--- src/rtl/qau_pkg.sv ---
// Shared types, widths and the arctangent table for the quaternion attitude unit.
package qau_pkg;

	localparam int CORDIC_STAGES_DEF = 16;

	localparam int N2_W = 33;
	localparam int SQ_W = N2_W + 28;
	localparam int RT_W = 31;
	localparam int DN_W = 60;
	localparam int QT_W = 31;
	localparam int TW   = 36;
	localparam int CW   = 38;
	localparam int ZW   = 34;

	localparam logic signed [TW-1:0] Q30_ONE = TW'(64'sd1073741824);
	localparam logic signed [ZW-1:0] HALF_PI = ZW'(64'sd1686629713);

	typedef struct packed {
		logic               req_type;
		logic signed [15:0] quat_w;
		logic signed [15:0] quat_x;
		logic signed [15:0] quat_y;
		logic signed [15:0] quat_z;
		logic signed [31:0] vec_north;
		logic signed [31:0] vec_east;
		logic signed [31:0] vec_down;
	} req_t;

	typedef struct packed {
		logic signed [31:0] axis_one;
		logic signed [31:0] axis_two;
		logic signed [31:0] axis_three;
		logic               bad_input;
	} rsp_t;

	typedef struct packed {
		logic [SQ_W-1:0] rem;
		logic [RT_W-1:0] root;
	} sq_t;

	typedef struct packed {
		logic [DN_W-1:0] rem;
		logic [QT_W-1:0] quo;
	} dv_t;

	typedef struct packed {
		logic signed [CW-1:0] x;
		logic signed [CW-1:0] y;
		logic signed [ZW-1:0] z;
	} cr_t;

	function automatic logic signed [ZW-1:0] atan_val(input int i);
		logic [31:0] v;
		unique case (i)
			0:  v = 32'h3243F6A8;
			1:  v = 32'h1DAC6705;
			2:  v = 32'h0FADBAFC;
			3:  v = 32'h07F56EA6;
			4:  v = 32'h03FEAB76;
			5:  v = 32'h01FFD55B;
			6:  v = 32'h00FFFAAA;
			7:  v = 32'h007FFF55;
			8:  v = 32'h003FFFEA;
			9:  v = 32'h001FFFFD;
			10: v = 32'h000FFFFF;
			11: v = 32'h0007FFFF;
			12: v = 32'h0003FFFF;
			13: v = 32'h0001FFFF;
			14: v = 32'h0000FFFF;
			15: v = 32'h00007FFF;
			16: v = 32'h00003FFF;
			17: v = 32'h00001FFF;
			18: v = 32'h00000FFF;
			19: v = 32'h000007FF;
			20: v = 32'h000003FF;
			21: v = 32'h000001FF;
			22: v = 32'h000000FF;
			23: v = 32'h0000007F;
			24: v = 32'h0000003F;
			25: v = 32'h0000001F;
			26: v = 32'h0000000F;
			27: v = 32'h00000008;
			28: v = 32'h00000004;
			29: v = 32'h00000002;
			30: v = 32'h00000001;
			default: v = 32'h00000000;
		endcase
		return ZW'(signed'({1'b0, v}));
	endfunction

endpackage

--- src/rtl/qau_sqrt_cell.sv ---
// One bit of a restoring integer square root, registered.
module qau_sqrt_cell import qau_pkg::*; #(
	parameter int K = 0
) (
	input  logic clk,
	input  logic en,
	input  sq_t  d,
	output sq_t  q
);

	logic [SQ_W+1:0] t;
	logic            take;
	logic [RT_W-1:0] bitk;

	assign t    = ((SQ_W+2)'(d.root) << (K + 1)) + ((SQ_W+2)'(1) << (2 * K));
	assign take = {2'b00, d.rem} >= t;
	assign bitk = RT_W'(1) << K;

	always_ff @(posedge clk) begin
		if (en) begin
			q.rem  <= take ? d.rem - t[SQ_W-1:0] : d.rem;
			q.root <= take ? (d.root | bitk) : d.root;
		end
	end

endmodule

--- config.mk ---
export PLATFORM = sky130hd
export DESIGN_NAME = qau_sqrt_cell
export DESIGN_NICKNAME = d
export VERILOG_FILES = /design/src/rtl/qau_pkg.sv /design/src/rtl/qau_sqrt_cell.sv
export SDC_FILE = /design/constraint.sdc
export NUM_CORES = 1
export LEC_CHECK = 0
export BUFFER_PORTS_ARGS = -buffer_cell sky130_fd_sc_hd__buf_2
export CAP_MARGIN = 40
export CORE_MARGIN = 4
export CORE_UTILIZATION = 50
export DETAILED_ROUTE_END_ITERATION = 6
export PLACE_DENSITY = 0.76
export SLEW_MARGIN = 20
export SYNTH_ARGS = -nofsm -noshare
export SYNTH_HDL_FRONTEND = slang
export SYNTH_SLANG_ARGS = --single-unit
--- constraint.sdc ---
create_clock -name clk -period 7.61 [get_ports clk]
set_input_delay 1.522 -clock clk [delete_from_list [all_inputs] [get_ports clk]]
set_output_delay 1.522 -clock clk [all_outputs]
set_load 0.1 [all_outputs]
==> results.tsv <==
metric	value	unit
grt_pass1_vias	4952	
io_pins	186	
p_switching	750	uW
antennaDiodeCount	0	
numCtsBuffers	9	
fp.dieW	115	microns
cts_resized	0	
synthCells	573	
powerDensity	244	mW/mm^2
vias	5068	
fp-row-count	38	
async_flop_share	0	
synth_ff_type	edfxtp_1	
ys_ff_latch	92	
placed_area	0.00681	sq mm
rsz0062_at_grt	false	
wl_per_cell	17.0	microns
cts.clk_slew.worst_paths	60	ps
p_int	974	uW
reg_top3	q: 92 flops	
die_h	115	microns
layout-drive-gt1-share	0.276	
hold_violations	0	
largest_register_ffs	92	
grt_pass1_wl	23800	microns
power.share.combinational	0.406	
finalSetupTns	0	ps
period_share	0.594	
crit_arrival	4590	ps
first_iter_violations	308	
p_sw_frac	0.435	
nets	882	
syn_area	0.00576	sq mm
ys_seq_area_frac	0.479	
hold_path_class	primary input to flop	
fin_crit	4520	ps
start_util	0.520	
slew_viol_final	0	
fmax	221	MHz
dpl.hpwl	12100	microns
ctsHoldBuffers	0	
vdd_ir_drop_max	0.139	mV
crit_path_end_kind	flop	
dieArea	0.0133	sq mm
antenna_found_initial	0	
cts.repair_timing.setup_buffer_count	0	
syn_to_final_growth	22.7	%
cts_tree	done	
leakage	3.00	nW
clkPwrFrac	0.222	
seqPwrFrac	0.372	
synth_edf_count	92	
crit_path_max_incr_delay	560	ps
syn_nets	700	
clkSinkCount	92	
largest_register	q	
worst_pin_slew	696	ps
layoutNonFillerInstCount	897	
maxSlewHeadroom	0.536	
max-cap-violations	0	
core_region_area	0.0111	sq mm
postRouteAntennaNets	0	
drc_errors	0	
routed_wl	15200	microns
status	finished, final reports clean	
dp.cells	883	
cts-root-buf	clkbuf_16	
viasPerCell	5.65	
yosys.cell_types.count	54	
cts_buffer_depth	2	
grt_max_degree	52	
whs	1370	ps
path_cells	buf_2 > inv_1 > ha_1 > and3_1 > and4_1 > inv_2 > or4_4 > o31ai_4 > nor2_4 > buf_12 > buf_4 > a2111oi_0 > xor2_1	
final_util	0.638	
critical_path.max_fanout	43	
track_usage	0.225	
required	7680	ps
finalSetupViolCount	0	
htreeDepth	3	
routabilityCongestion	0.936	
drtPass1Iterations	5	
critPathKind	primary input to flop	
stdcell_area	0.00707	sq mm
synth-warning-count	0	
avgSynthCellArea	10.1	sq um
slowest_stage	or4_4	
io_buffers	185	
grt_overflow	0	
critPathLaunchType	primary input	
through the flow:
step | power [mW] | worst slack, ps
6_report | 1.72 | 3090
5_1_grt | 1.79 | 2820
4_1_cts | 1.73 | 2860
3_5_place_dp | 1.35 | 2500
3_3_place_gp | 1.34 | 2610
2_1_floorplan | 1.21 | 3450
worst max-delay path: cells and delay by family:
family	cells	cell delay, ps
compound gates	2	780
xor+xnor	1	120
simple gates	4	1100
buf+inv	5	630
fa+ha+maj	1	410
cell families after synthesis:
logic type	Yosys count	share of synthesized area
simple gates	193	0.166
buf+inv	55	0.0391
compound gates	141	0.153
flops	92	0.479
fa+ha+maj	33	0.0730
xor+xnor	59	0.0897
Yosys cell counts (3+ instances only):
master | count | area share
edfxtp_1 | 92 | 0.48
nand2_1 | 74 | 0.048
o21ai_0 | 46 | 0.040
xor2_1 | 45 | 0.068
a21oi_1 | 39 | 0.034
inv_1 | 37 | 0.024
nor2_1 | 35 | 0.023
ha_1 | 32 | 0.069
nor3_1 | 19 | 0.017
a21o_1 | 14 | 0.018
xnor2_1 | 14 | 0.021
nor4_1 | 11 | 0.012
clkbuf_1 | 10 | 0.0065
nand3_1 | 10 | 0.0087
nand4_1 | 8 | 0.0087
or3_1 | 6 | 0.0065
a211oi_1 | 5 | 0.0065
a31oi_1 | 5 | 0.0054
o211ai_1 | 5 | 0.0065
o21bai_1 | 5 | 0.0065
or4_1 | 5 | 0.0065
buf_4 | 4 | 0.0052
buf_2 | 3 | 0.0026
nand2b_1 | 3 | 0.0033
nor2b_1 | 3 | 0.0033
nor3b_1 | 3 | 0.0039
o21ai_1 | 3 | 0.0026
o221ai_1 | 3 | 0.0046
area by class of cell:
type                       instances  area (sq um)
sequential                        92          2760
tap                              140           175
inverter                          38           143
timing repair buffer             188           976
clock buffer                      13           240
fill                             923          4010
multi-input combinational        426          2770
power groups by stage:
| stage | logic (mW) | clock network [mW] | registers [mW] |
|---|---|---|---|
| after floorplan | 0.155 | 0 | 1.05 |
| after global placement | 0.689 | 0 | 0.651 |
| after detailed placement | 0.696 | 0 | 0.652 |
| after CTS | 0.699 | 0.393 | 0.642 |
| after global routing | 0.732 | 0.412 | 0.646 |
| final | 0.700 | 0.383 | 0.642 |
layout by cell type (no fill, tap or decap), types with 4 or more instances in the layout:
master	netlist	layout
a211oi_1	5	5
edfxtp_1	92	92
nand4_1	8	8
nor4_1	11	11
o211ai_1	5	5
inv_1	37	37
or4_1	5	5
nand3_1	10	10
clkbuf_1	10	4
a21o_1	14	14
xor2_1	45	45
a21oi_1	39	39
ha_1	32	32
o21bai_1	5	5
o21ai_0	46	46
or3_1	6	6
a31oi_1	5	5
nor3_1	19	19
xnor2_1	14	14
nor2_1	35	35
clkbuf_16	0	9
buf_2	3	184
nand2_1	74	74
layer usage:
layer / global-route usage / vias to the layer above / routed length (microns) / part of all wire
met3: 0.0326 / 27 / 1050 / 0.069
met5: 0 / - / 0 / 0
met2: 0.366 / 211 / 7270 / 0.48
li1: - / 2472 / - / -
met1: 0.309 / 2358 / 6620 / 0.43
met4: 0.0806 / 0 / 311 / 0.020
worst paths after layout:
path | from | to | slack, ps | cells after the start
min | d[3] | q[3] | 1370 | 1
max | d[10] | q[89] | 3090 | 13
Power figures use the tool's default switching activity.
