## src/rtl/qau_pkg.sv

```systemverilog
// Shared types, widths and the arctangent table for the quaternion attitude unit.
package qau_pkg;

	localparam int CORDIC_STAGES_DEF = 16;

	localparam int N2_W = 33;
	localparam int SQ_W = N2_W + 28;
	localparam int RT_W = 31;
	localparam int DN_W = 60;
	localparam int QT_W = 31;
	localparam int TW   = 36;
	localparam int CW   = 38;
	localparam int ZW   = 34;

	localparam logic signed [TW-1:0] Q30_ONE = TW'(64'sd1073741824);
	localparam logic signed [ZW-1:0] HALF_PI = ZW'(64'sd1686629713);

	typedef struct packed {
		logic               req_type;
		logic signed [15:0] quat_w;
		logic signed [15:0] quat_x;
		logic signed [15:0] quat_y;
		logic signed [15:0] quat_z;
		logic signed [31:0] vec_north;
		logic signed [31:0] vec_east;
		logic signed [31:0] vec_down;
	} req_t;

	typedef struct packed {
		logic signed [31:0] axis_one;
		logic signed [31:0] axis_two;
		logic signed [31:0] axis_three;
		logic               bad_input;
	} rsp_t;

	typedef struct packed {
		logic [SQ_W-1:0] rem;
		logic [RT_W-1:0] root;
	} sq_t;

	typedef struct packed {
		logic [DN_W-1:0] rem;
		logic [QT_W-1:0] quo;
	} dv_t;

	typedef struct packed {
		logic signed [CW-1:0] x;
		logic signed [CW-1:0] y;
		logic signed [ZW-1:0] z;
	} cr_t;

	function automatic logic signed [ZW-1:0] atan_val(input int i);
		logic [31:0] v;
		unique case (i)
			0:  v = 32'h3243F6A8;
			1:  v = 32'h1DAC6705;
			2:  v = 32'h0FADBAFC;
			3:  v = 32'h07F56EA6;
			4:  v = 32'h03FEAB76;
			5:  v = 32'h01FFD55B;
			6:  v = 32'h00FFFAAA;
			7:  v = 32'h007FFF55;
			8:  v = 32'h003FFFEA;
			9:  v = 32'h001FFFFD;
			10: v = 32'h000FFFFF;
			11: v = 32'h0007FFFF;
			12: v = 32'h0003FFFF;
			13: v = 32'h0001FFFF;
			14: v = 32'h0000FFFF;
			15: v = 32'h00007FFF;
			16: v = 32'h00003FFF;
			17: v = 32'h00001FFF;
			18: v = 32'h00000FFF;
			19: v = 32'h000007FF;
			20: v = 32'h000003FF;
			21: v = 32'h000001FF;
			22: v = 32'h000000FF;
			23: v = 32'h0000007F;
			24: v = 32'h0000003F;
			25: v = 32'h0000001F;
			26: v = 32'h0000000F;
			27: v = 32'h00000008;
			28: v = 32'h00000004;
			29: v = 32'h00000002;
			30: v = 32'h00000001;
			default: v = 32'h00000000;
		endcase
		return ZW'(signed'({1'b0, v}));
	endfunction

endpackage

```

## src/rtl/qau_cordic_cell.sv

```systemverilog
// One CORDIC vectoring iteration, registered.
module qau_cordic_cell import qau_pkg::*; #(
	parameter int I = 0
) (
	input  logic clk,
	input  logic en,
	input  cr_t  d,
	output cr_t  q
);

	logic signed [CW-1:0] xs, ys, dx, dy;
	logic signed [ZW-1:0] zs, ang;

	assign xs  = d.x;
	assign ys  = d.y;
	assign zs  = d.z;
	assign dx  = xs >>> I;
	assign dy  = ys >>> I;
	assign ang = atan_val(I);

	always_ff @(posedge clk) begin
		if (en) begin
			if (!ys[CW-1]) begin
				q.x <= xs + dy;
				q.y <= ys - dx;
				q.z <= zs + ang;
			end else begin
				q.x <= xs - dy;
				q.y <= ys + dx;
				q.z <= zs - ang;
			end
		end
	end

endmodule

```

## config.mk

```make
export PLATFORM = sky130hd
export DESIGN_NAME = qau_cordic_cell
export DESIGN_NICKNAME = d
export VERILOG_FILES = /design/src/rtl/qau_pkg.sv /design/src/rtl/qau_cordic_cell.sv
export SDC_FILE = /design/constraint.sdc
export NUM_CORES = 1
export LEC_CHECK = 0
export ABC_AREA = 1
export BUFFER_PORTS_ARGS = -buffer_cell sky130_fd_sc_hd__buf_2
export CORE_ASPECT_RATIO = 0.9
export CORE_MARGIN = 10
export CORE_UTILIZATION = 50
export CTS_CLUSTER_DIAMETER = 30
export DETAILED_ROUTE_END_ITERATION = 12
export PLACE_DENSITY_LB_ADDON = 0.3
export RECOVER_POWER = 25
export SLEW_MARGIN = 20
export SYNTH_ARGS = -nofsm -noshare
export SYNTH_HDL_FRONTEND = slang
export SYNTH_SLANG_ARGS = --single-unit
```

## constraint.sdc

```tcl
create_clock -name clk -period 3 [get_ports clk]
set_clock_uncertainty 0.1 [all_clocks]
set_input_delay 0.3 -clock clk [delete_from_list [all_inputs] [get_ports clk]]
set_output_delay 0.3 -clock clk [all_outputs]
set_load 0.01 [all_outputs]
```

==> results of run 1 <==
## report_power, final
group	total [mW]	leakage [nW]	internal (mW)	switching [mW]
sequential	2.05	1.06	1.97	0.0759
clock	1.25	0.131	0.577	0.678
combinational	2.82	6.78	0.906	1.92
## worst max-delay path: stages
cell      delay [ns]
clkbuf_1        0.16
ha_1            0.38
fa_1            0.27
inv_1           0.15
nand2_1         0.10
nand3_1         0.20
a21oi_1         0.66
o21ai_2         0.23
nand2_1         0.14
nand3_1         0.08
nand3_1         0.09
nand2_1         0.08
## logic make-up after synthesis
kind of cell             share of synthesized area
multiplexers                               0.00145
adder cells (fa/ha/maj)                      0.140
AND/OR/NAND/NOR                              0.334
AO/OA/AOI/OAI                                0.142
flip-flops                                   0.236
buffers and inverters                        0.114
XOR/XNOR                                    0.0316
## timing repair
action | CTS | global route
hold buffers | 2 | 0
endpoints found under the hold margin | 2 | 0
endpoints found under the setup margin | 0 | 0
## worst max-delay path by stage
| stage | to | slack (ns) | cells after the start |
|---|---|---|---|
| 4_1_cts | q[92] | 0.30 | 14 |
| 5_1_grt | q[94] | 0.10 | 13 |
| 3_3_place_gp | q[92] | -0.06 | 14 |
| 3_5_place_dp | q[92] | -0.08 | 14 |
| 2_1_floorplan | q[18] | 0.41 | 14 |
| 6_report | q[94] | 0.18 | 12 |
## per-stage QoR
step	util	TNS, ns	setup slack (ns)	std cells	area (µm²)
CTS	0.573	0	0.298	2696	15600
floorplan	-	0	0.415	2122	13800
detailed placement	0.562	-0.138	-0.0836	2679	15300
global route	0.572	0	0.104	2696	15500
finish	0.572	0	0.179	2697	15500
global placement	0.562	-0.0799	-0.0623	2679	15300
## cell usage after synthesis (all sizes together), types with 6 or more instances
cell type  count
a21o           9
a21oi        170
a31oi          7
buf           46
clkbuf         6
edfxtp       109
ha           149
inv          317
nand2        644
nand3        172
nand4         15
nor2         211
nor3          27
o21a           7
o21ai        128
o21bai        18
o22ai         14
xnor2          7
xor2          43
## area by class of cell
class,instances,area (µm²)
Inverter,317,1190
Tap cell,354,443
Timing Repair Buffer,257,1350
Clock inverter,6,57.6
Clock buffer,9,225
Antenna cell,1,2.50
Fill cell,2717,11600
Multi-Input combinational cell,1644,8990
Sequential cell,109,3270
## layer usage
layer	wire length (µm)	track usage
met4	1540	0.0919
met3	5410	0.0566
met2	22500	0.451
met1	22500	0.393
met5	0	0
==> out/qor.csv, run 1 <==
metric,value,unit
status,finished with violations,
path type of the worst min-delay path,in -> reg,
Rows,57,
Synth-to-Final Area Change,12.2,%
htree depth,3,
crit path DAT,2.84,ns
die area,34800,µm²
CTS tree,done,
Slew headroom,-0.587,
initial antenna violation count,0,
total gr overflow,0,
worst-path maximum fanout,5,
postcts setup bufs,0,
Final Hold Viols,0,
max-cap viol count,1,
Pwr Density,394,nW/µm²
synth top area cells,"edfxtp_1 (24%), nand2_1 (17%), ha_1 (13%), inv_1 (8.2%), nand3_1 (6.1%)",
Final Total Pwr,6.13,mW
Netlist Area Pre-Place,13800,µm²
Critical Setup Path Class,in -> reg,
DRT Wirelength,51900,µm
clock root buffer master,clkbuf_16,
Die Y,178,µm
initial core utilization,0.510,
WHS Path Cells,1,
drt wl/cell,19.3,µm
largest registers,q (109),
Via density,5.58,
Syn Area/Cell,6.53,µm²
layout cells sized above 1,0.143,
Yosys Warn Count,0,
post-route DRC violation count,0,
Leak,7.98,nW
CP Capture Type,flip-flop,
Worst Hold Endpoint,q[1],
"CTS clk-pin slew, worst paths",0.08,ns
"commonest non-fill, non-tap cell in the layout",nand2_1,
die width,195,µm
Post-DP HPWL,44000,µm
TritonRoute pass-1 iters,6,
leading area contributor after synthesis,edfxtp_1,
I/O pin cnt,222,
CTS max path bufs,2,
VDD IR-drop max,269,µV
count of different cell masters after synthesis,43,
top cell type's share of synthesized area,0.236,
vias in the first global route,14200,
Final nets,2603,
Core Area,27200,µm²
Biggest register,q,
Post-Synthesis Cells,2122,
Post-synth EDFFs,109,
Fmax achieved,355,MHz
final critical-path share of the clock period,0.940,
first-pass GRT wire length,79600,µm
Worst-Margin Slew,2.38,ns
minimum clock period,2.82,ns
GPL Wtd Cong,1.02,
Syn Nets,2387,
TritonCTS Buffers,9,
register area share after synthesis,0.236,
most frequent cells in the layout,"nand2_1 (622), inv_1 (304), buf_2 (186)",
Largest register FFs,109,
Critical Path RT,3.02,ns
worst hold margin,0.0105,ns
Slew Limit Fails,35,
first-iteration detailed-routing DRC count,1485,
violated checks,"capacitance limit, slew limit",
ys flop type,edfxtp_1,
Async SR Flop Fraction,0,
largest net degree at the start of global routing,76,
critical hold path startpoint,d[1],
synthesized flop and latch total,109,
antenna-violating nets left,0,
PostCTS Resize Cnt,0,
RSZ-0062 raised after global routing,false,
Setup crit start kind,input pin,
IO Port Bufs,221,
crit path launch,d[34],
clk sinks,109,
vias post-DR,15100,
Setup Viol. Count Final,0,
Total GRT Usage,0.289,
Note: power is estimated with default switching activity, not from simulation.
==> run 2: changes to the inputs <==
--- a/config.mk
+++ b/config.mk
@@ -10,6 +10,7 @@
 export CORE_ASPECT_RATIO = 0.9
 export CORE_MARGIN = 10
 export CORE_UTILIZATION = 50
+export CTS_BUF_LIST = sky130_fd_sc_hd__clkbuf_8
 export CTS_CLUSTER_DIAMETER = 30
 export DETAILED_ROUTE_END_ITERATION = 12
 export PLACE_DENSITY_LB_ADDON = 0.3
==> constraint.sdc (replaced) <==
create_clock -name clk -period 2.6 [get_ports clk]
set_clock_uncertainty 0.1 [all_clocks]
set_input_delay 0.26 -clock clk [delete_from_list [all_inputs] [get_ports clk]]
set_output_delay 0.26 -clock clk [all_outputs]
set_load 0.01 [all_outputs]
==> out/qor.csv, run 2 (synthesis results as in run 1) <==
metric,value,unit,change
postcts setup bufs,0,,unchanged
crit path DAT,2.48,ns,-0.36 ns
Combinational Power Share,0.498,,+0.037
Post-DP HPWL,44300,µm,+0.66%
CP Capture Type,flip-flop,,
htree depth,3,,unchanged
TritonRoute pass-1 iters,6,,unchanged
Setup Viol. Count Final,0,,unchanged
die width,195,µm,unchanged
"commonest non-fill, non-tap cell in the layout",nand2_1,,
CTS tree,done,,
worst-path maximum fanout,6,,+1
clk sinks,109,,unchanged
Setup crit start kind,input pin,,
Clk pwr share,0.177,,-0.028
antenna-violating nets left,0,,unchanged
first-iteration detailed-routing DRC count,1678,,+13%
largest net degree at the start of global routing,75,,-1.3%
Die Y,178,µm,unchanged
Slew headroom,0.0778,,+0.665
Biggest register,q,,
max-cap viol count,0,,-1
Largest register FFs,109,,unchanged
"CTS clk-pin slew, worst paths",0.13,ns,+0.05 ns
layout cells sized above 1,0.211,,+0.0685
Critical Path RT,2.72,ns,-0.30 ns
Leak,8.83,nW,+11%
vias post-DR,15500,,+2.9%
Fmax achieved,423,MHz,
initial antenna violation count,0,,unchanged
IO Port Bufs,221,,unchanged
VDD IR-drop max,229,µV,-15%
Total GRT Usage,0.291,,+0.00260
Pwr Density,433,nW/µm²,+9.8%
switch share,0.435,,about the same
GPL Wtd Cong,1.03,,+0.76%
most frequent cells in the layout,"nand2_1 (622), inv_1 (304), buf_2 (218)",,
setup_tns,0,ns,unchanged
I/O pin cnt,222,,unchanged
Slew Limit Fails,0,,-100%
path type of the worst min-delay path,in -> reg,,
drt wl/cell,18.3,µm,-4.8%
worst hold margin,0.0505,ns,+0.0400 ns
RSZ-0062 raised after global routing,false,,
CTS max path bufs,2,,unchanged
initial core utilization,0.510,,unchanged
Critical Setup Path Class,in -> reg,,
internal power,4.09,mW,+18%
final critical-path share of the clock period,0.909,,
Final nets,2766,,+6.3%
Synth-to-Final Area Change,20.8,%,
TritonCTS Buffers,9,,unchanged
largest registers,q (109),,
minimum clock period,2.36,ns,
DRT Wirelength,52500,µm,+1.0%
sequential share of power,0.324,,-0.011
Final Hold Viols,0,,unchanged
sw power,3.15,mW,+18%
post-route DRC violation count,0,,unchanged
Rows,57,,unchanged
Worst-Margin Slew,1.38,ns,-0.997 ns
vias in the first global route,14900,,+4.3%
clock root buffer master,clkbuf_8,,
first-pass GRT wire length,80700,µm,+1.4%
Via density,5.41,,-3.0%
die area,34800,µm²,unchanged
total gr overflow,0,,unchanged
Core Area,27200,µm²,unchanged
status,finished clean,,
## run 2: per-layer routing
layer / global-route usage / wire length (µm)
met1: 0.400 / 23700
met2: 0.461 / 23000
met3: 0.0532 / 4550
met4: 0.0757 / 1190
met5: 0 / 0
## run 2: path summary, 6_finish.rpt
path	slack, ns	endpoint	startpoint	cells after the start
setup / recovery	0.24	q[53]	d[52]	9
hold / removal	0.05	q[3]	d[3]	2
## run 2: power by group through the flow
stage	Clock, mW	Sequential, mW	Combinational (mW)
after floorplan	0	2.52	1.93
after global placement	0	2.38	3.49
after CTS	1.29	2.35	3.55
after detailed placement	0	2.39	3.53
final	1.28	2.35	3.61
after global routing	1.36	2.37	3.96
## run 2: critical path, stage by stage
cell and delay, ns:
buf_2 0.11, inv_1 0.04, ha_1 0.39, a21oi_1 0.36, o21ai_0 0.23, a21oi_1 0.37
nand3_1 0.25, xor2_1 0.20, mux2i_1 0.26
## run 2: area by class of cell
type / count / area (µm²)
fill: 2590 / 10500
multi-input combinational: 1644 / 8990
sequential: 109 / 3270
timing repair buffer: 420 / 2600
inverter: 317 / 1190
tap: 354 / 443
clock buffer: 9 / 124
clock inverter: 7 / 97.6
antenna: 1 / 2.50
## run 2: timing repair
item | in CTS | in global routing
hold buffers | 3 | 0
endpoints found under the hold margin | 3 | 0
gates resized for setup | 0 | 0
## run 2: metrics by stage
stage / total power [mW] / instance area [µm²] / setup WS, ns / utilization / std cells
3_3_place_gp: 5.87 / 16500 / -0.115 / 0.607 / 2841
2_1_floorplan: 4.45 / 13800 / 0.0549 / - / 2122
6_report: 7.24 / 16700 / 0.238 / 0.615 / 2861
5_1_grt: 7.69 / 16700 / 0.165 / 0.615 / 2860
4_1_cts: 7.19 / 16700 / 0.388 / 0.616 / 2860
3_5_place_dp: 5.92 / 16500 / -0.0619 / 0.607 / 2841
==> run 3: changes to the inputs <==
--- a/config.mk
+++ b/config.mk
@@ -7,7 +7,7 @@
 export LEC_CHECK = 0
 export ABC_AREA = 1
 export BUFFER_PORTS_ARGS = -buffer_cell sky130_fd_sc_hd__buf_2
-export CORE_ASPECT_RATIO = 0.9
+export CORE_ASPECT_RATIO = 1.25
 export CORE_MARGIN = 10
 export CORE_UTILIZATION = 50
 export CTS_BUF_LIST = sky130_fd_sc_hd__clkbuf_8
==> out/qor.csv, run 3 (synthesis results as in run 1) <==
metric,value,unit,change
post-route DRC violation count,0,,unchanged
minimum clock period,2.32,ns,-0.0438 ns
WHS Path Cells,2,,unchanged
layout cells sized above 1,0.220,,+0.00902
Largest register FFs,109,,unchanged
Biggest register,q,,
cell family with most CP delay,simple AND/OR/NAND/NOR gates,,
Final nets,2795,,+1.0%
Fmax achieved,431,MHz,+1.9%
die width,169,µm,-14%
cts hold-fix bufs,3,,unchanged
Total GRT Usage,0.303,,+0.0113
Rows,68,,+19%
cells along the critical path,buf_2 > inv_1 > ha_1 > inv_1 > nand2_1 > nand2_1 > o21bai_1 > nand2_1 > nand2_1 > a21oi_1 > buf_4 > nand3_1 > nand3_1 > nand2_1,,
initial core utilization,0.504,,-0.00573
Critical Setup Path Class,in -> reg,,
vias post-DR,15700,,+1.4%
Critical Path RT,2.70,ns,-0.02 ns
CP Capture Type,flip-flop,,
postcts setup bufs,0,,unchanged
total gr overflow,0,,unchanged
PostCTS Resize Cnt,0,,unchanged
IO Port Bufs,221,,unchanged
CP bufs+invs,4,,+2
Leak,8.96,nW,+1.5%
GPL Wtd Cong,1.01,,-2.3%
most frequent cells in the layout,"nand2_1 (622), inv_1 (303), buf_4 (222)",,
DRT Wirelength,54600,µm,+4.0%
CTS tree,done,,
DP Area,16700,µm²,+1.4%
CTS max path bufs,2,,unchanged
I/O pin cnt,222,,unchanged
critical hold path startpoint,d[3],,
die area,34800,µm²,about the same
Util after Layout,0.616,,about the same
largest registers,q (109),,
Setup crit start kind,input pin,,
crit path DAT,2.41,ns,-0.07 ns
Slew Limit Fails,0,,unchanged
largest net degree at the start of global routing,42,,-44%
Die Y,206,µm,+16%
Synth-to-Final Area Change,22.2,%,
crit path launch,d[52],,
worst hold margin,0.0709,ns,+0.0204 ns
VDD IR-drop max,340,µV,+49%
"CTS clk-pin slew, worst paths",0.12,ns,about the same
TritonRoute pass-1 iters,6,,unchanged
Worst Hold Endpoint,q[3],,
clock root buffer master,clkbuf_8,,
critical path's slowest cell,ha_1,,
vias in the first global route,15600,,+4.7%
antenna-violating nets left,0,,unchanged
initial antenna violation count,1,,+1
Post-DP HPWL,46600,µm,+5.2%
"most used cell, CP",nand2_1,,
path type of the worst min-delay path,in -> reg,,
clk sinks,109,,unchanged
first-pass GRT wire length,82600,µm,+2.4%
"commonest non-fill, non-tap cell in the layout",nand2_1,,
max-cap viol count,0,,unchanged
final critical-path share of the clock period,0.892,,-0.0169
RSZ-0062 raised after global routing,false,,
fin area,16900,µm²,+1.2%
Slew headroom,0.121,,+0.0430
Setup Viol. Count Final,0,,unchanged
Pwr Density,428,nW/µm²,-1.3%
status,finished clean,,
first-iteration detailed-routing DRC count,1396,,-17%
max incr delay on CP,0.47,ns,+0.08 ns
drt wl/cell,18.9,µm,+3.1%
Core Area,27500,µm²,+1.1%
Via density,5.44,,+0.55%
htree depth,3,,unchanged
TritonCTS Buffers,9,,unchanged
fillers,2718,,+4.9%
Final Hold Viols,0,,unchanged
worst-path maximum fanout,6,,unchanged
Worst-Margin Slew,1.32,ns,-0.0645 ns
==> run 3: cell count changes in the layout (fill, tap and decap cells not counted) <==
cell      before  now
buf_4        194  222
clkinv_2       0    2
inv_8          3    1
buf_12         0    1
clkinv_1       0    1
inv_1        304  303
inv_12         1    0
inv_2         13   14
==> run 3: cell type report <==
class	instances	area, µm²	share of cell area
sequential	109	3270	0.193
clock inverter	7	72.6	0.00429
timing repair buffer	449	2830	0.167
multi-input combinational	1644	8990	0.531
tap	350	438	0.0259
clock buffer	9	124	0.00732
antenna	1	2.50	0.000148
inverter	317	1190	0.0703
==> run 3: how the worst max path moves through the flow <==
stage	cells after the start	slack, ns	end
2_1_floorplan	14	0.05	q[18]
3_3_place_gp	14	-0.07	q[65]
3_5_place_dp	14	-0.13	q[103]
4_1_cts	14	0.37	q[65]
5_1_grt	16	0.19	q[71]
6_report	14	0.28	q[103]
==> run 3: report_power, final <==
part	switching [mW]	internal, mW	leakage [nW]
logic	2.30	1.38	7.80
clock network	0.733	0.453	0.103
registers	0.0975	2.28	1.06
==> run 3: stage by stage <==
step / instances / setup TNS (ns) / total power [mW] / setup slack (ns)
after floorplan: 2122 / 0 / 4.45 / 0.0549
after global placement: 2866 / -0.389 / 5.98 / -0.0718
after detailed placement: 2866 / -0.770 / 6.03 / -0.127
after CTS: 2885 / 0 / 7.20 / 0.368
after global routing: 2886 / 0 / 7.66 / 0.186
final: 2886 / 0 / 7.24 / 0.282
==> run 3: routing by layer <==
layer,GRT usage,part of all wire,up-vias
met5,0,0,-
met4,0.189,0.065,0
met3,0.0409,0.064,152
met2,0.532,0.48,700
met1,0.339,0.39,7186
li1,-,-,7676
