===== config.mk =====
export PLATFORM = sky130hd
export DESIGN_NAME = qau_div_cell
export DESIGN_NICKNAME = d
export VERILOG_FILES = /design/src/rtl/qau_pkg.sv /design/src/rtl/qau_div_cell.sv
export SDC_FILE = /design/constraint.sdc
export NUM_CORES = 1
export LEC_CHECK = 0
export BUFFER_PORTS_ARGS = -buffer_cell sky130_fd_sc_hd__buf_2
export CAP_MARGIN = 20
export CELL_PAD_IN_SITES_DETAIL_PLACEMENT = 0
export CELL_PAD_IN_SITES_GLOBAL_PLACEMENT = 2
export CORE_MARGIN = 4
export CORE_UTILIZATION = 32
export DETAILED_ROUTE_END_ITERATION = 10
export PLACE_DENSITY_LB_ADDON = 0.1
export RECOVER_POWER = 50
export SETUP_SLACK_MARGIN = 0.3
export SLEW_MARGIN = 10
export SYNTH_ARGS = -nofsm -noshare
export SYNTH_HDL_FRONTEND = slang
export SYNTH_SLANG_ARGS = --single-unit
export TNS_END_PERCENT = 30

===== constraint.sdc =====
create_clock -name clk -period 9.8 [get_ports clk]
set_input_delay 1.96 -clock clk [delete_from_list [all_inputs] [get_ports clk]]
set_output_delay 1.96 -clock clk [all_outputs]
set_load 0.02 [all_outputs]

===== src/rtl/qau_pkg.sv =====
// Shared types, widths and the arctangent table for the quaternion attitude unit.
package qau_pkg;

	localparam int CORDIC_STAGES_DEF = 16;

	localparam int N2_W = 33;
	localparam int SQ_W = N2_W + 28;
	localparam int RT_W = 31;
	localparam int DN_W = 60;
	localparam int QT_W = 31;
	localparam int TW   = 36;
	localparam int CW   = 38;
	localparam int ZW   = 34;

	localparam logic signed [TW-1:0] Q30_ONE = TW'(64'sd1073741824);
	localparam logic signed [ZW-1:0] HALF_PI = ZW'(64'sd1686629713);

	typedef struct packed {
		logic               req_type;
		logic signed [15:0] quat_w;
		logic signed [15:0] quat_x;
		logic signed [15:0] quat_y;
		logic signed [15:0] quat_z;
		logic signed [31:0] vec_north;
		logic signed [31:0] vec_east;
		logic signed [31:0] vec_down;
	} req_t;

	typedef struct packed {
		logic signed [31:0] axis_one;
		logic signed [31:0] axis_two;
		logic signed [31:0] axis_three;
		logic               bad_input;
	} rsp_t;

	typedef struct packed {
		logic [SQ_W-1:0] rem;
		logic [RT_W-1:0] root;
	} sq_t;

	typedef struct packed {
		logic [DN_W-1:0] rem;
		logic [QT_W-1:0] quo;
	} dv_t;

	typedef struct packed {
		logic signed [CW-1:0] x;
		logic signed [CW-1:0] y;
		logic signed [ZW-1:0] z;
	} cr_t;

	function automatic logic signed [ZW-1:0] atan_val(input int i);
		logic [31:0] v;
		unique case (i)
			0:  v = 32'h3243F6A8;
			1:  v = 32'h1DAC6705;
			2:  v = 32'h0FADBAFC;
			3:  v = 32'h07F56EA6;
			4:  v = 32'h03FEAB76;
			5:  v = 32'h01FFD55B;
			6:  v = 32'h00FFFAAA;
			7:  v = 32'h007FFF55;
			8:  v = 32'h003FFFEA;
			9:  v = 32'h001FFFFD;
			10: v = 32'h000FFFFF;
			11: v = 32'h0007FFFF;
			12: v = 32'h0003FFFF;
			13: v = 32'h0001FFFF;
			14: v = 32'h0000FFFF;
			15: v = 32'h00007FFF;
			16: v = 32'h00003FFF;
			17: v = 32'h00001FFF;
			18: v = 32'h00000FFF;
			19: v = 32'h000007FF;
			20: v = 32'h000003FF;
			21: v = 32'h000001FF;
			22: v = 32'h000000FF;
			23: v = 32'h0000007F;
			24: v = 32'h0000003F;
			25: v = 32'h0000001F;
			26: v = 32'h0000000F;
			27: v = 32'h00000008;
			28: v = 32'h00000004;
			29: v = 32'h00000002;
			30: v = 32'h00000001;
			default: v = 32'h00000000;
		endcase
		return ZW'(signed'({1'b0, v}));
	endfunction

endpackage


===== src/rtl/qau_div_cell.sv =====
// One quotient bit of a restoring divider, registered.
module qau_div_cell import qau_pkg::*; #(
	parameter int K = 0
) (
	input  logic            clk,
	input  logic            en,
	input  logic [RT_W-1:0] den,
	input  dv_t             d,
	output dv_t             q
);

	logic [DN_W:0]   t;
	logic            take;
	logic [QT_W-1:0] bitk;

	assign t    = (DN_W+1)'(den) << K;
	assign take = {1'b0, d.rem} >= t;
	assign bitk = QT_W'(1) << K;

	always_ff @(posedge clk) begin
		if (en) begin
			q.rem <= take ? d.rem - t[DN_W-1:0] : d.rem;
			q.quo <= take ? (d.quo | bitk) : d.quo;
		end
	end

endmodule


==> out/results.tsv, run 1 <==
metric	value	unit
synth-simple-area-share	17.5	%
start_kind	input port	
yosysTopAreaCell	edfxtp_1	
final_hold_viol_count	0	
top_layer	met4	
post_cts_resized	0	
clk_path_buf_depth	2	
placed_cell_area	0.00702	mm^2
synthCells	570	
hold_end	q[29]	
layout.nets	938	
critical_path_depth	11	
finalSetupTns	0	ns
dr.pass1.iters	5	
ys_async_sr_fraction	0	%
routed_wl	18200	um
wl_met1	8290	um
dieArea	0.0201	mm^2
cpMostUsedCell	o21bai_1	
period_needed	5.10	ns
end_kind	flop	
p_per_area	159	mW/mm^2
drt-initial-drc-count	336	
ys_types	59	
vias_per_cell	5.08	
synth_mux_area_share	0.175	%
hold_depth	1	
dpl.hpwl	14600	um
worst-path-max-fanout	6	
violations	max-capacitance violations, max-slew violations	
worstMarginPinSlew	1.73	ns
dr_wl_met2	8370	um
vias	5142	
numCtsBuffers	9	
grt_max_degree	66	
synth_common_cells	edfxtp_1 (91), a21oi_1 (58), nand2_1 (48)	
avgSynthCellArea	10.0	um^2
synth_edf_count	91	
rows	48	
synth_top_family_by_area	simple AND/OR/NAND/NOR gates	
gr-usage-all-layers	17.6	%
yosysMostFrequentCell	edfxtp_1	
grt_overflow	0	
die_x	142	um
max_stage_delay	0.86	ns
initial_core_util	32.9	%
ys_ff_latch	91	
gp_congestion	0.856	
post_cts_buffers	0	
synth_xor_area_share	7.96	%
synthAdderAreaFrac	7.13	%
cts_tree	done	
fin_util	41.7	%
crit_arrival	5.16	ns
fmax	0.196	GHz
slew_headroom	-15.5	%
crit_slowest_cell	a2111oi_0	
required	9.86	ns
die_height	142	um
critPathKind	in -> reg	
grt_pass1_vias	5161	
core_area	0.0174	mm^2
place.port_buffers	214	
crit_family	compound AO/OA/AOI/OAI gates	
ctsHoldBuffers	0	
cp.buffers_inverters	2	
ant_nets	0	
worstPathCellList	buf_2 -> inv_1 -> ha_1 -> a21oi_1 -> o21bai_1 -> o32ai_1 -> nor3_1 -> a211oi_1 -> o21bai_1 -> a2111oi_0 -> xor2_1	
drc	0	
drv_slew	28	
synth-compound-area-share	15.5	%
worstHoldStart	d[29]	
grt_pass1_wl	28000	um
setup_viol	0	
route.met3.wl	1360	um
final_cell_area	0.00727	mm^2
syn-num-nets	726	
vdd_drop_max	0.0961	mV
max-cap-violations	1	
clkTransAtPathRegs	0.07	ns
synth_area	0.00572	mm^2
clock_sinks	91	
largest_reg_flops	91	
syn2layout_area_growth	26.9	%
post_route_cells_drive_above_1_share	19.7	%
leakage	0.00295	uW
synth.area.top_cells	edfxtp_1 (48%), ha_1 (6.8%), a21oi_1 (5.1%)	
netlist.area_leader.share	47.7	%
fin_crit_sh	52.0	%
ys_warn_count	0	
status	finished, violations left	
antenna_found_initial	0	
clockRootBuffer	clkbuf_16	
avgRoutedWirePerCell	18.0	um
grt_setup_unrepaired	no	
largest-register	q	
cts_max_level	3	
top_regs	q (91)	
synthFlopType	edfxtp_1	
yosysSeqAreaShare	47.7	%
io_pins	215	
hp-class	in -> reg	
-- logic make-up after synthesis --
kind of cell / Yosys count
AND/OR/NAND/NOR: 199
flip-flops: 91
multiplexers: 1
XOR/XNOR: 52
AO/OA/AOI/OAI: 140
buffers and inverters: 55
adder cells (fa/ha/maj): 32
-- cell type report --
cell class / instances / area [um^2]
sequential: 91 / 2730
inverter: 39 / 146
clock buffer: 9 / 225
clock inverter: 7 / 96.3
antenna: 1 / 2.50
tap: 225 / 282
multi-input combinational: 424 / 2760
fill: 1807 / 10200
timing repair buffer: 217 / 1020
-- stage by stage --
step / cells / hold slack, ns / worst slack (ns) / total power (uW)
2_1_floorplan: 570 / 2.06 / 5.16 / 682
4_1_cts: 1011 / 1.77 / 4.52 / 1180
6_report: 1013 / 1.79 / 4.70 / 1160
5_1_grt: 1012 / 1.76 / 4.48 / 1220
3_3_place_gp: 994 / 2.14 / 4.24 / 799
3_5_place_dp: 995 / 2.14 / 4.17 / 800
-- report_power, final --
group | leakage (uW) | internal, uW | switching [uW] | total (uW)
registers | 0.000891 | 481 | 11.5 | 493
logic | 0.00190 | 100 | 187 | 287
clock network | 0.000154 | 206 | 171 | 377
-- worst max path at each step --
stage | startpoint | to | slack (ns)
floorplan | d[31] | q[76] | 5.16
global placement | den[29] | q[90] | 4.24
CTS | den[29] | q[90] | 4.52
finish | den[18] | q[84] | 4.70
global route | den[29] | q[74] | 4.48
detailed placement | den[29] | q[90] | 4.17
-- layer usage --
layer | track usage [%] | vias up
li1 | - | 2541
met1 | 24.0 | 2376
met2 | 29.2 | 211
met3 | 3.84 | 14
met4 | 3.18 | 0
met5 | 0 | -
-- cells in the final DEF, fill, tap and decap left out, types with 22 or more instances in the layout --
master and count:
buf_2 131, edfxtp_1 91, clkbuf_1 83, a21oi_1 58, nand2_1 48, nor2_1 47
inv_1 39, ha_1 31, xor2_1 28, xnor2_1 24, nor3_1 22
Note: power is estimated with default switching activity, not from simulation.
==> inputs of run 2 (changes only) <==
--- a/config.mk
+++ b/config.mk
@@ -10,7 +10,7 @@
 export CELL_PAD_IN_SITES_DETAIL_PLACEMENT = 0
 export CELL_PAD_IN_SITES_GLOBAL_PLACEMENT = 2
 export CORE_MARGIN = 4
-export CORE_UTILIZATION = 32
+export CORE_UTILIZATION = 30
 export DETAILED_ROUTE_END_ITERATION = 10
 export PLACE_DENSITY_LB_ADDON = 0.1
 export RECOVER_POWER = 50
==> constraint.sdc (replaced) <==
create_clock -name clk -period 5 [get_ports clk]
set_input_delay 1 -clock clk [delete_from_list [all_inputs] [get_ports clk]]
set_output_delay 1 -clock clk [all_outputs]
set_load 0.02 [all_outputs]
==> run 2 against run 1 <==
Net effect: the run still ends with max-capacitance violations, max-slew violations left; largest cell class unchanged; largest power group unchanged; setup slack worse by 3.7 ns; clock power grew 79%; flip-flop and latch count did not move; first-iteration DRC count fell by 40%; utilization fell by 2.7 points; sequential power up 96%; critical path type unchanged.
==> out/results.tsv, run 2 (synthesis gave the netlist of run 1 again) <==
metric	value	unit	change
status	finished, violations left		unchanged
violations	max-capacitance violations, max-slew violations		unchanged
initial_core_util	30.6	%	was 32.9%
required	4.99	ns	was 9.86 ns
p_per_area	303	mW/mm^2	was 159 mW/mm^2
p_sw	715	uW	was 370 uW
grt_overflow	0		unchanged
sw_frac_of_total	32.3	%	was 31.9%
setup_viol	0		unchanged
largest-register	q		unchanged
crit_slowest_cell	clkbuf_1		was a2111oi_0
max-cap-violations	1		unchanged
fin_crit_sh	79.3	%	
dr.pass1.iters	5		unchanged
n_antenna_cell	0		was 1
cts_max_level	3		unchanged
drt-initial-drc-count	200		was 336
final_common_cell	buf_2		unchanged
hp-class	in -> reg		unchanged
max_stage_delay	2.19	ns	was 0.86 ns
place.port_buffers	214		unchanged
clockRootBuffer	clkbuf_16		unchanged
ctsHoldBuffers	0		unchanged
clock_sinks	91		unchanged
dpl.hpwl	14900	um	was 14600 um
worstMarginPinSlew	3.15	ns	was 1.73 ns
dieArea	0.0214	mm^2	was 0.0201 mm^2
finalSetupTns	0	ns	unchanged
p_comb_share	25.9	%	was 24.8%
layout.nets	944		was 938
drc	0		unchanged
io_pins	215		unchanged
crit_family	buffers and inverters		was compound AO/OA/AOI/OAI gates
period_needed	3.96	ns	
mostFrequentLayoutCells	buf_2 (159), edfxtp_1 (91), a21oi_1 (58), clkbuf_1 (56), nand2_1 (48)		was buf_2 (131), edfxtp_1 (91), clkbuf_1 (83), a21oi_1 (58), nand2_1 (48)
intPower	1500	uW	was 788 uW
critPathKind	in -> reg		unchanged
cp.buffers_inverters	2		unchanged
post_route_cells_drive_above_1_share	23.7	%	was 19.7%
power_frac_seq	43.7	%	was 42.6%
grt_pass1_wl	28500	um	was 28000 um
clkTransAtPathRegs	0.07	ns	about the same
ant_nets	0		unchanged
grt_pass1_vias	5184		was 5161
pwr-share-clk	30.4	%	was 32.6%
final_cell_area	0.00729	mm^2	was 0.00727 mm^2
core_area	0.0187	mm^2	was 0.0174 mm^2
numCtsBuffers	9		unchanged
slew_headroom	-110	%	was -15.5%
largest_reg_flops	91		unchanged
placed_cell_area	0.00707	mm^2	was 0.00702 mm^2
fin_util	39.0	%	was 41.7%
clk_path_buf_depth	2		unchanged
vias	5078		was 5142
end_kind	flop		unchanged
leakage	0.00302	uW	was 0.00295 uW
drv_slew	55		was 28
die_height	146	um	was 142 um
gp_congestion	0.867		was 0.856
crit_arrival	3.96	ns	was 5.16 ns
worst-path-max-fanout	54		was 6
cts_tree	done		unchanged
vdd_drop_max	0.149	mV	was 0.0961 mV
start_kind	input port		unchanged
grt_setup_unrepaired	no		unchanged
final_hold_viol_count	0		unchanged
post_cts_resized	0		unchanged
grt_max_degree	55		was 66
antenna_found_initial	0		unchanged
vias_per_cell	4.94		was 5.08
post_cts_buffers	0		unchanged
gr-usage-all-layers	16.8	%	was 17.6%
worstPathCellList	clkbuf_1 -> buf_4		was buf_2 -> inv_1 -> ha_1 -> a21oi_1 -> o21bai_1 -> o32ai_1 -> nor3_1 -> a211oi_1 -> o21bai_1 -> a2111oi_0 -> xor2_1
fmax	0.252	GHz	
routed_wl	18500	um	was 18200 um
die_x	146	um	was 142 um
top_regs	q (91)		unchanged
avgRoutedWirePerCell	18.0	um	about the same
syn2layout_area_growth	27.4	%	was 26.9%
rows	50		was 48
run 2: changes by cell type in the layout (fill, tap and decap cells not counted), sizes merged:
cell,previous run,this run
clkbuf,92,65
inv,42,43
clkinv,2,0
clkinvlp,1,2
buf,134,168
diode,1,0
bufinv,1,0
run 2: cell type report:
| class | instances | area (um^2) |
|---|---|---|
| fill | 1994 | 11400 |
| multi-input combinational | 424 | 2760 |
| sequential | 91 | 2730 |
| timing repair buffer | 223 | 1070 |
| tap | 234 | 293 |
| clock buffer | 10 | 229 |
| inverter | 39 | 146 |
| clock inverter | 6 | 55.1 |
run 2: stage by stage:
step | worst slack (ns) | total power (uW) | instances | hold WS, ns
after floorplan | 1.32 | 1340 | 570 | 1.10
after global placement | 0.625 | 1570 | 1010 | 1.18
after detailed placement | 0.556 | 1570 | 1010 | 1.18
after CTS | 0.933 | 2260 | 1026 | 0.804
after global routing | 0.670 | 2330 | 1027 | 0.802
final | 1.04 | 2210 | 1027 | 0.824
run 2: power by group through the flow:
| stage | Sequential (uW) | Combinational, uW | Clock [uW] |
|---|---|---|---|
| finish | 966 | 573 | 674 |
| global placement | 980 | 594 | 0 |
| global route | 975 | 631 | 724 |
| CTS | 965 | 595 | 696 |
| floorplan | 1090 | 245 | 0 |
| detailed placement | 981 | 591 | 0 |
run 2: path summary, 6_finish.rpt:
check | from | end | slack, ns | cells after the start
hold / removal | d[25] | q[25] | 0.82 | 1
setup / recovery | en | q[88] | 1.04 | 2
run 2: layer usage:
| metal | track usage [%] | wire [um] | part of all wire, % |
|---|---|---|---|
| met3 | 3.82 | 1380 | 7.4 |
| met4 | 4.37 | 229 | 1.2 |
| met1 | 22.1 | 8290 | 45 |
| met2 | 28.2 | 8600 | 47 |
| met5 | 0 | 0 | 0 |
==> inputs of run 3 (changes only) <==
==> constraint.sdc (replaced) <==
create_clock -name clk -period 3.9 [get_ports clk]
set_input_delay 0.78 -clock clk [delete_from_list [all_inputs] [get_ports clk]]
set_output_delay 0.78 -clock clk [all_outputs]
set_load 0.02 [all_outputs]
==> run 3 against run 2 <==
Net effect: the run still ends with max-capacitance violations, max-slew violations left; global-route usage increased by 1.1 points; setup slack got worse by 0.63 ns; flip-flop and latch count stayed put; first-iteration DRC count grew 54%; final cell count up 2.2%; cell area is 2.6% higher; total power rose by 31%; clock power grew 31%; critical path depth grew 11; utilization increased by 1.0 points; non-clock buffer count is 23 higher; largest power group unchanged.
==> out/results.tsv, run 3 (synthesis gave the netlist of run 1 again) <==
metric	value	unit	change
vias	5205		was 5078
clk_path_buf_depth	2		unchanged
fmax	0.286	GHz	
avgRoutedWirePerCell	18.6	um	was 18.0 um
cts_tree	done		unchanged
start_kind	input port		unchanged
period_needed	3.50	ns	
ant_nets	0		unchanged
grt_pass1_wl	30300	um	was 28500 um
routed_wl	19500	um	was 18500 um
clkTransAtPathRegs	0.07	ns	about the same
fill_cells	1915		was 1994
top_regs	q (91)		unchanged
vias_per_cell	4.96		was 4.94
grt_pass1_vias	5369		was 5184
multiInputGateArea	0.00277	mm^2	was 0.00276 mm^2
critPathKind	in -> reg		unchanged
io_pins	215		unchanged
leakage	0.00315	uW	was 0.00302 uW
post_cts_buffers	0		unchanged
clock_sinks	91		unchanged
antenna_found_initial	0		unchanged
post_cts_resized	0		unchanged
final_hold_viol_count	0		unchanged
die_height	146	um	unchanged
dpl.hpwl	15700	um	was 14900 um
finalSetupTns	0	ns	unchanged
drt-initial-drc-count	308		was 200
initial_core_util	30.6	%	unchanged
end_kind	flop		unchanged
max-cap-violations	1		unchanged
crit_slowest_cell	a2111oi_0		was clkbuf_1
post_route_cells_drive_above_1_share	26.5	%	was 23.7%
crit_family	compound AO/OA/AOI/OAI gates		was buffers and inverters
gp_congestion	0.859		was 0.867
crit_arrival	3.60	ns	was 3.96 ns
dieArea	0.0214	mm^2	unchanged
grt_setup_unrepaired	yes		was no
finalWorstSetupSlack	0.404	ns	was 1.04 ns
vdd_drop_max	0.195	mV	was 0.149 mV
status	finished, violations left		unchanged
cp.buffers_inverters	4		was 2
grt_max_degree	58		was 55
mostFrequentLayoutCells	buf_2 (162), edfxtp_1 (91), a21oi_1 (58), clkbuf_1 (52), nand2_1 (48)		was buf_2 (159), edfxtp_1 (91), a21oi_1 (58), clkbuf_1 (56), nand2_1 (48)
seqCellArea	0.00273	mm^2	unchanged
rows	50		unchanged
violations	max-capacitance violations, max-slew violations		unchanged
fin_crit_sh	89.6	%	
setup_viol	0		unchanged
core_area	0.0187	mm^2	unchanged
drc	0		unchanged
layout.nets	967		was 944
largest_reg_flops	91		unchanged
syn2layout_area_growth	30.8	%	was 27.4%
n_antenna_cell	0		unchanged
required	4.00	ns	was 4.99 ns
worstMarginPinSlew	1.52	ns	was 3.15 ns
die_x	146	um	unchanged
cp-startpoint	den[14]		was en
cpMostUsedCell	buf_4		
numCtsBuffers	9		unchanged
largest-register	q		unchanged
p_per_area	387	mW/mm^2	was 303 mW/mm^2
grt_overflow	0		unchanged
final_common_cell	buf_2		unchanged
worstHoldStart	d[8]		was d[25]
hp-class	in -> reg		unchanged
worst-path-max-fanout	3		was 54
drv_slew	58		was 55
gr-usage-all-layers	17.9	%	was 16.8%
place.port_buffers	214		unchanged
dp_slack	0.0707	ns	was 0.556 ns
max_stage_delay	0.60	ns	was 2.19 ns
worstPathCellList	buf_2 -> inv_1 -> ha_1 -> a21oi_1 -> o21ai_1 -> o32ai_1 -> nor3_1 -> a211oi_1 -> buf_4 -> o21bai_1 -> a2111oi_0 -> buf_4 -> xor2_1		was clkbuf_1 -> buf_4
cts_max_level	3		unchanged
clockRootBuffer	clkbuf_16		unchanged
dr.pass1.iters	5		unchanged
ctsHoldBuffers	0		unchanged
slew_headroom	-1.55	%	was -110%
run 3: changes by cell type in the layout (fill, tap and decap cells not counted):
cell,before,now
nor3_1,22,21
clkbuf_2,0,1
buf_12,0,1
buf_6,1,0
nor3_2,0,1
buf_2,159,162
buf_4,8,31
clkbuf_1,56,52
run 3: power by group:
part	switching, uW	internal [uW]	leakage [uW]
sequential	29.0	1210	0.000891
clock	437	448	0.000134
combinational	487	285	0.00213
total	953	1940	0.00315
run 3: final timing paths:
check | slack [ns] | cells after the start | endpoint
hold / removal | 0.60 | 1 | q[8]
setup / recovery | 0.40 | 13 | q[84]
run 3: final cells by class:
type,instances,share of cell area [%]
repair buffers,246,16.8
inverters,39,1.96
well taps,234,3.91
multi-input cells,424,37.0
clock buffers,10,3.06
flip-flops and latches,91,36.5
clock inverters,6,0.736
run 3: through the flow:
stage	power [uW]	hold slack (ns)	cell area [um^2]	std cells	utilization [%]
CTS	2950	0.587	7550	1050	40.3
floorplan	1710	0.879	5720	570	-
finish	2900	0.598	7480	1050	40.0
global route	3040	0.587	7480	1050	40.0
detailed placement	2050	0.959	7260	1034	38.8
global placement	2060	0.958	7260	1034	38.8
run 3: routing by layer:
layer	up-vias	global-route usage [%]	wire (um)
met5	-	0	0
met4	0	4.33	233
met3	15	3.07	1120
met2	198	30.0	9110
met1	2401	24.2	9070
li1	2591	-	-
